[src/rtl/core/tafl_pkg.sv]
package tafl_pkg;

  localparam int COEF_W    = 16;
  localparam int NUM_COEF  = 7;
  localparam int FRAC_BITS = 15;

  localparam int CFG_IDX_W  = 3;
  localparam int CFG_DATA_W = COEF_W;

  // Register index of the last coefficient; writes above it are dropped.
  localparam logic [CFG_IDX_W-1:0] CFG_COEF_LAST = CFG_IDX_W'(NUM_COEF - 1);

  typedef logic signed [COEF_W-1:0] coef_t;
  typedef coef_t [NUM_COEF-1:0] coef_arr_t;

  // Symmetric low-pass taps in Q1.15, listed from the oldest tap down to the newest.
  localparam coef_arr_t COEF_RESET = {
    16'sd993, 16'sd3890, 16'sd7186, 16'sd8638, 16'sd7186, 16'sd3890, 16'sd993
  };

endpackage

[src/rtl/core/tafl_coef_regs.sv]
module tafl_coef_regs (
  input  logic                           clk,
  input  logic                           rst,
  input  logic                           cfg_we,
  input  logic [tafl_pkg::CFG_IDX_W-1:0]  cfg_index,
  input  logic [tafl_pkg::CFG_DATA_W-1:0] cfg_data,
  output tafl_pkg::coef_arr_t            coef
);
  import tafl_pkg::*;

  always_ff @(posedge clk) begin
    if (rst) begin
      coef <= COEF_RESET;
    end else if (cfg_we && (cfg_index <= CFG_COEF_LAST)) begin
      coef[cfg_index] <= coef_t'(cfg_data);
    end
  end

endmodule

[config.mk]
export PLATFORM = sky130hd
export DESIGN_NAME = tafl_coef_regs
export DESIGN_NICKNAME = d
export VERILOG_FILES = /design/src/rtl/core/tafl_pkg.sv /design/src/rtl/core/tafl_coef_regs.sv
export SDC_FILE = /design/constraint.sdc
export NUM_CORES = 1
export LEC_CHECK = 0
export ABC_AREA = 1
export ABC_CLOCK_PERIOD_IN_PS = 2350
export BUFFER_PORTS_ARGS = -buffer_cell sky130_fd_sc_hd__buf_2
export CORE_ASPECT_RATIO = 0.75
export CORE_UTILIZATION = 45
export CTS_CLUSTER_SIZE = 12
export DETAILED_ROUTE_END_ITERATION = 6
export GPL_TIMING_DRIVEN = 0
export PLACE_DENSITY = 0.8
export SETUP_SLACK_MARGIN = 0.05
export SLEW_MARGIN = 10
export SYNTH_ARGS = -nofsm -noshare
export SYNTH_HDL_FRONTEND = slang
export SYNTH_SLANG_ARGS = --single-unit
export TNS_END_PERCENT = 10
[constraint.sdc]
create_clock -name clk -period 2.35 [get_ports clk]
set_input_delay 0 -clock clk [delete_from_list [all_inputs] [get_ports clk]]
set_output_delay 0 -clock clk [all_outputs]
set_load 0.01 [all_outputs]
Yosys cells after proc, flatten, opt, wreduce, memory -nomap -nowiden
Cells that the tools add are included.

Bits in registers: 112. Input port bits: 22. Word-level logic and storage cells: 15.

Magnitude comparators: 3. Multiplexer cells: 3. Reductions and logical operators: 2.

Operators by type and width (number): $bwmux W112 (1); $demux W16 S3 (1); $mux W16 (1); $lt A3 B4 Y1 const B (1); $ge A3 B1 Y1 const B (1); $le A3 B3 Y1 const B (1); $logic_and A1 B1 Y1 (2).

Longest topological paths before layout
Gate-level depths: netlist (run 1).

Depth after elaboration: 5. Mapped depth: 7.

Least setup slack after synthesis (run 1)
No wires, ideal clock.

Kind: input -> register. Start point: in cfg_index[1] (netlist name). End point: reg coef[0] (netlist name). Arrival time: 0.635 ns. Required time: 2.220 ns. Slack: 1.585 ns. Stages on the path: 5. Path buffers: 1. Cells stage by stage: nor2_1 buf_2 nand2_1 nand2_1 nand3_1.

Longest elaborated chain between the ends: 5. Elaborated cells on any way between the ends: 8.

RTL lines: start, declared (line tafl_coef_regs.sv:5) `input logic [tafl_pkg::CFG_IDX_W-1:0] cfg_index,`; $lt A3 B4 Y1 (implied by the code) / $ge A3 B1 Y1 (equally long branches) (line tafl_coef_regs.sv:15) `coef[cfg_index] <= coef_t'(cfg_data);`; $logic_and A1 B1 Y1 (implied by the code) (line tafl_coef_regs.sv:15); $mux W16 (implied by the code) (line tafl_coef_regs.sv:15); $demux W16 S3 (line tafl_coef_regs.sv:15); $bwmux W112 (line tafl_coef_regs.sv:15); end signal, assigned by index (line tafl_coef_regs.sv:15); end, declared (line tafl_coef_regs.sv:7) `output tafl_pkg::coef_arr_t coef`.

Parallel ways exist; a longest one is shown, timed or not. A chain may end at the register's enable or synchronous reset.

Worst setup path in the final report (run 1)
Start point: in cfg_data[3] (netlist name). End point: reg coef[83] (netlist name).

Longest elaborated chain between the ends: 1.

RTL lines: start, declared (line tafl_coef_regs.sv:6) `input logic [tafl_pkg::CFG_DATA_W-1:0] cfg_data,`; $bwmux W112 (line tafl_coef_regs.sv:15).

No other way between the ends.

==> results of run 1 <==
metal layers:
metal / global-route usage / routed length (µm) / vias to the layer above
met5: 0 / 0 / -
met4: 0.08392 / 188 / 0
met3: 0.06505 / 1202 / 16
met2: 0.4248 / 6019 / 225
met1: 0.3416 / 5862 / 2107
li1: - / - / 2182
final cells by class:
cell class | instances | area (µm²)
Buffer | 33 | 230.2
Clock buffer | 9 | 225.2
Clock inverter | 7 | 100.1
Fill cell | 858 | 3607
Inverter | 23 | 86.33
Multi-Input combinational cell | 428 | 1834
Sequential cell | 112 | 2242
Tap cell | 128 | 160.2
Timing Repair Buffer | 145 | 785.8
what timing repair did:
| action | 4_1_cts | 5_1_grt |
|---|---|---|
| hold buffers | 12 | 0 |
| gates resized for setup | 0 | 0 |
| endpoints found under the hold margin | 33 | 0 |
| setup endpoints to repair | 0 | 0 |
through the flow:
stage,total power [mW],worst slack (ps)
6_report,4.127,1363
5_1_grt,4.265,1298
4_1_cts,4.135,1397
3_5_place_dp,2.488,1191
3_3_place_gp,2.471,1233
2_1_floorplan,2.305,1585
critical path, stage by stage:
cell and delay, ps:
dlygate4sd3_1 550, buf_2 130, inv_1 290, nand3_1 120, nand2_1 80, nor2_1 50
power breakdown:
group | internal (mW) | switching [mW]
combinational | 0.166 | 0.301
sequential | 1.96 | 0.0364
clock | 0.947 | 0.713
logic make-up after synthesis:
group                  share of synthesized area
and+or+nand+nor                           0.4175
DFF                                       0.5104
buffers and inverters                    0.07206
worst paths after layout:
path          startpoint        to  slack (ps)  cells past startpoint
max          cfg_data[3]  coef[83]        1360                      6
min          cfg_data[8]   coef[8]           8                      3
max reg2reg     coef[57]  coef[57]        1720                      2
min reg2reg     coef[81]  coef[81]         460                      2
cell usage after synthesis (all sizes together):
library cell | count | area share
nor2 | 147 | 0.14
nand2 | 169 | 0.15
nand3 | 112 | 0.13
inv | 23 | 0.020
dfxtp | 112 | 0.51
buf | 25 | 0.046
clkbuf | 8 | 0.0068
==> flow_summary.toml, run 1 <==
[run_status]
status = "finished clean"

[clock_tree]
cts_buffers = 9
clk_pin_slew_ps = 80
clock_sinks = 112
postCtsSetupRepairBufs = 0
clock-root-buffer = "clkbuf_16"
clock_latency_ps = 350
clock_path_buffers = 2
htree_levels = 3
cts_tree = "yes"

[power]
p_leak_nw = 2.801
vdd_drop_max_mv = 0.4253
power_density_nw_per_um2 = 728.5

[drt]
viasPerCell = 5.119
drc = 0
drt_wl_total_um = 13270
drt_iter0_drc = 355
first_pass_iters = 5
wl_per_cell_um = 15.00
antenna_left = 0
num_vias = 4530

[layout]
syn_to_final_growth_pct = 28.94
largest_reg_flops = 112
layout_common_cells = "nand2_1, buf_2, nor2_1"
utilization = 0.6109
n_antenna_cell = 0
final_common_cell = "nand2_1"
final_area_um2 = 5664
nets = 774
largestRegisters = "coef: 112 flops"
instances_no_fill = 885
drive_gt1_frac = 0.2470
top_register = "coef"

[yosys]
avgSynthCellArea_um2 = 7.371
ys_warn_count = 0
syn_inst = 596
ys_ff_latch = 112
ys_seq_area_frac = 0.5104
synthesis.area_um2 = 4393
yosysUniqueCellTypes = 15
synth_fp_nets = 618

[grt]
globalRouteOverflowTotal = 0
grt_max_degree = 20
grtUsageTotal = 0.2608
antenna_found_initial = 0
grt_pass1_wl_um = 19890
first_global_vias = 4010

[floorplan]
die-area_um2 = 10170
ios = 134
design.core.area_um2 = 9271
rows = 30
die_h_um = 87.57
die_w_um = 116.1
start_util = 0.4738

[timing]
finClkSkew_ps = 0
slew_violations = 0
grt_setup_unrepaired = "false"
fin_hold_ws_ps = 8.396
relSlewSlack = 0.6677
fin_crit_sh = 0.4199
setup_viol = 0
hold_viol = 0
worst_pin_slew_ps = 498.5
fmax_mhz = 1013
finalCriticalPeriod_ps = 986.9
fin_tns_setup_ps = 0

[placed_design]
gp_congestion = 0.8601
place_hpwl_um = 9877
placed_area_um2 = 5219
io_buffers = 133
dpl.cell_count = 857

[critical_path]
critPathLaunchType = "input port"
critPathKind = "input port to register"
critPathMaxFanout = 6
crit_arrival_ps = 1230
cp.required_ps = 2590
crit_path_end_kind = "register"

[flow_run]
drv_cap = 0

[min_path]
holdCritPathClass = "input port to register"
(Power assumes the default switching activity.)
==> run 2, diff against run 1 <==
Settings changed: ABC_CLOCK_PERIOD_IN_PS 2350 to 900, PLACE_DENSITY 0.8 to 0.83.
Clock period 2.35 ns to 0.9 ns, I/O delays scaled along.
==> flow_summary.toml, run 2 (synthesized netlist as in run 1, its figures left out) <==
[drt]
first_pass_iters = 5
drt_iter0_drc = 316
antenna_left = 0
drt_wl_total_um = 13360
viasPerCell = 5.057
num_vias = 4486
drc = 0
wl_per_cell_um = 15.06

[critical_path]
regToRegEndpoint = "coef[36]"
crit_arrival_ps = 880
cp_top_family = "flip-flops"
critPathKind = "register to primary output"
crit_chain = "buf_2"
crit_path_end_kind = "primary output"
critPathSlowestCell = "dfxtp_1"
setup.worst_path.start = "coef[36]"
critPathMaxFanout = 2
critPathLaunchType = "register"
r2r_cells = 2
slowest_delay_ps = 370
r2r_slack_ps = 280
cp.required_ps = 900
r2r-start = "coef[36]"
critPathBufInv = 1

[clock_tree]
postCtsSetupRepairBufs = 0
clock_sinks = 112
cts_tree = "yes"
htree_levels = 3
clock_latency_ps = 350
cts_buffers = 9
clock_path_buffers = 2
clock-root-buffer = "clkbuf_16"
clk_pin_slew_ps = 70

[power]
p_leak_nw = 2.809
power_switching_share = 0.2494
vdd_drop_max_mv = 1.040
power_frac_comb = 0.118
power.share.clock = 0.384
switching_power_mw = 2.624
pwr-share-seq = 0.498
p_int_mw = 7.897
power_density_nw_per_um2 = 1831

[layout]
final_common_cell = "nand2_1"
instances_no_fill = 887
multiInputGateArea_um2 = 1839
fill_cells = 867
top_register = "coef"
largestRegisters = "coef: 112 flops"
largest_reg_flops = 112
drive_gt1_frac = 0.3030
syn_to_final_growth_pct = 30.79
n_antenna_cell = 0
nets = 776
layout_common_cells = "nand2_1, nor2_1, buf_2"
final_area_um2 = 5746
final-seq-area_um2 = 2292

[timing]
slew_violations = 0
fin_tns_setup_ps = 0
hold_viol = 0
setup_viol = 0
relSlewSlack = 0.6863
finalCriticalPeriod_ps = 877.1
fin_crit_sh = 0.9746
grt_setup_unrepaired = "true"
finClkSkew_ps = 0
fin_hold_ws_ps = 99.03
worst_pin_slew_ps = 470.5
fmax_mhz = 1140

[floorplan]
ios = 134
die-area_um2 = 10170
die_h_um = 87.57
start_util = 0.4738
die_w_um = 116.1
design.core.area_um2 = 9271
rows = 30

[placed_design]
placed_area_um2 = 5219
dpl.cell_count = 857
gp_congestion = 0.8726
io_buffers = 133
place_hpwl_um = 9772

[grt]
globalRouteOverflowTotal = 0
grt_pass1_wl_um = 20700
antenna_found_initial = 0
grtUsageTotal = 0.2703
first_global_vias = 4154
grt_max_degree = 17

[run_status]
status = "finished clean"

[min_path]
holdCritPathClass = "input port to register"
holdPathStages = 5
hold_path_end = "coef[79]"
min-delay-start = "cfg_data[15]"

[flow_run]
drv_cap = 0
-- run 2: final cells by class --
class,instances,share of cell area
flip-flops and latches,112,0.3990
multi-input cells,428,0.3201
clock buffers,13,0.04530
plain buffers,33,0.04072
inverters,23,0.01503
repair buffers,147,0.1450
clock inverters,3,0.006969
well taps,128,0.02787
-- run 2: per-stage QoR --
stage | total power, mW | utilization | setup WS [ps]
floorplan | 6.019 | - | 135.0
global placement | 6.456 | 0.5629 | -215.5
detailed placement | 6.489 | 0.5629 | -258.7
CTS | 10.50 | 0.6105 | 31.04
global route | 10.84 | 0.6197 | -13.18
finish | 10.52 | 0.6197 | 22.85
-- run 2: what timing repair did --
item / CTS / global route
resized for setup: 1 / 53
hold buffers: 14 / 0
endpoints found under the hold margin: 39 / 0
endpoints found under the setup margin: 10 / 112
-- run 2: power groups by stage --
| stage | clock network [mW] | logic, mW | registers (mW) |
|---|---|---|---|
| after detailed placement | 0 | 1.15 | 5.34 |
| after CTS | 4.06 | 1.21 | 5.23 |
| after global placement | 0 | 1.13 | 5.33 |
| after global routing | 4.23 | 1.37 | 5.25 |
| after floorplan | 0 | 0.608 | 5.41 |
| final | 4.04 | 1.24 | 5.24 |
-- run 2: worst max-delay path by stage --
stage                 to  depth (start not counted)  slack, ps
2_1_floorplan    coef[0]                          5        130
3_3_place_gp    coef[32]                          6       -220
3_5_place_dp    coef[84]                          5       -260
4_1_cts         coef[45]                          1         30
5_1_grt        coef[110]                          6        -10
6_report        coef[36]                          1         20
-- run 2: layer usage --
layer,vias up,wire (µm),track usage
li1,2183,-,-
met1,2067,5875,0.3654
met2,212,6080,0.4199
met3,24,1159,0.07059
met4,0,245,0.09557
met5,-,0,0
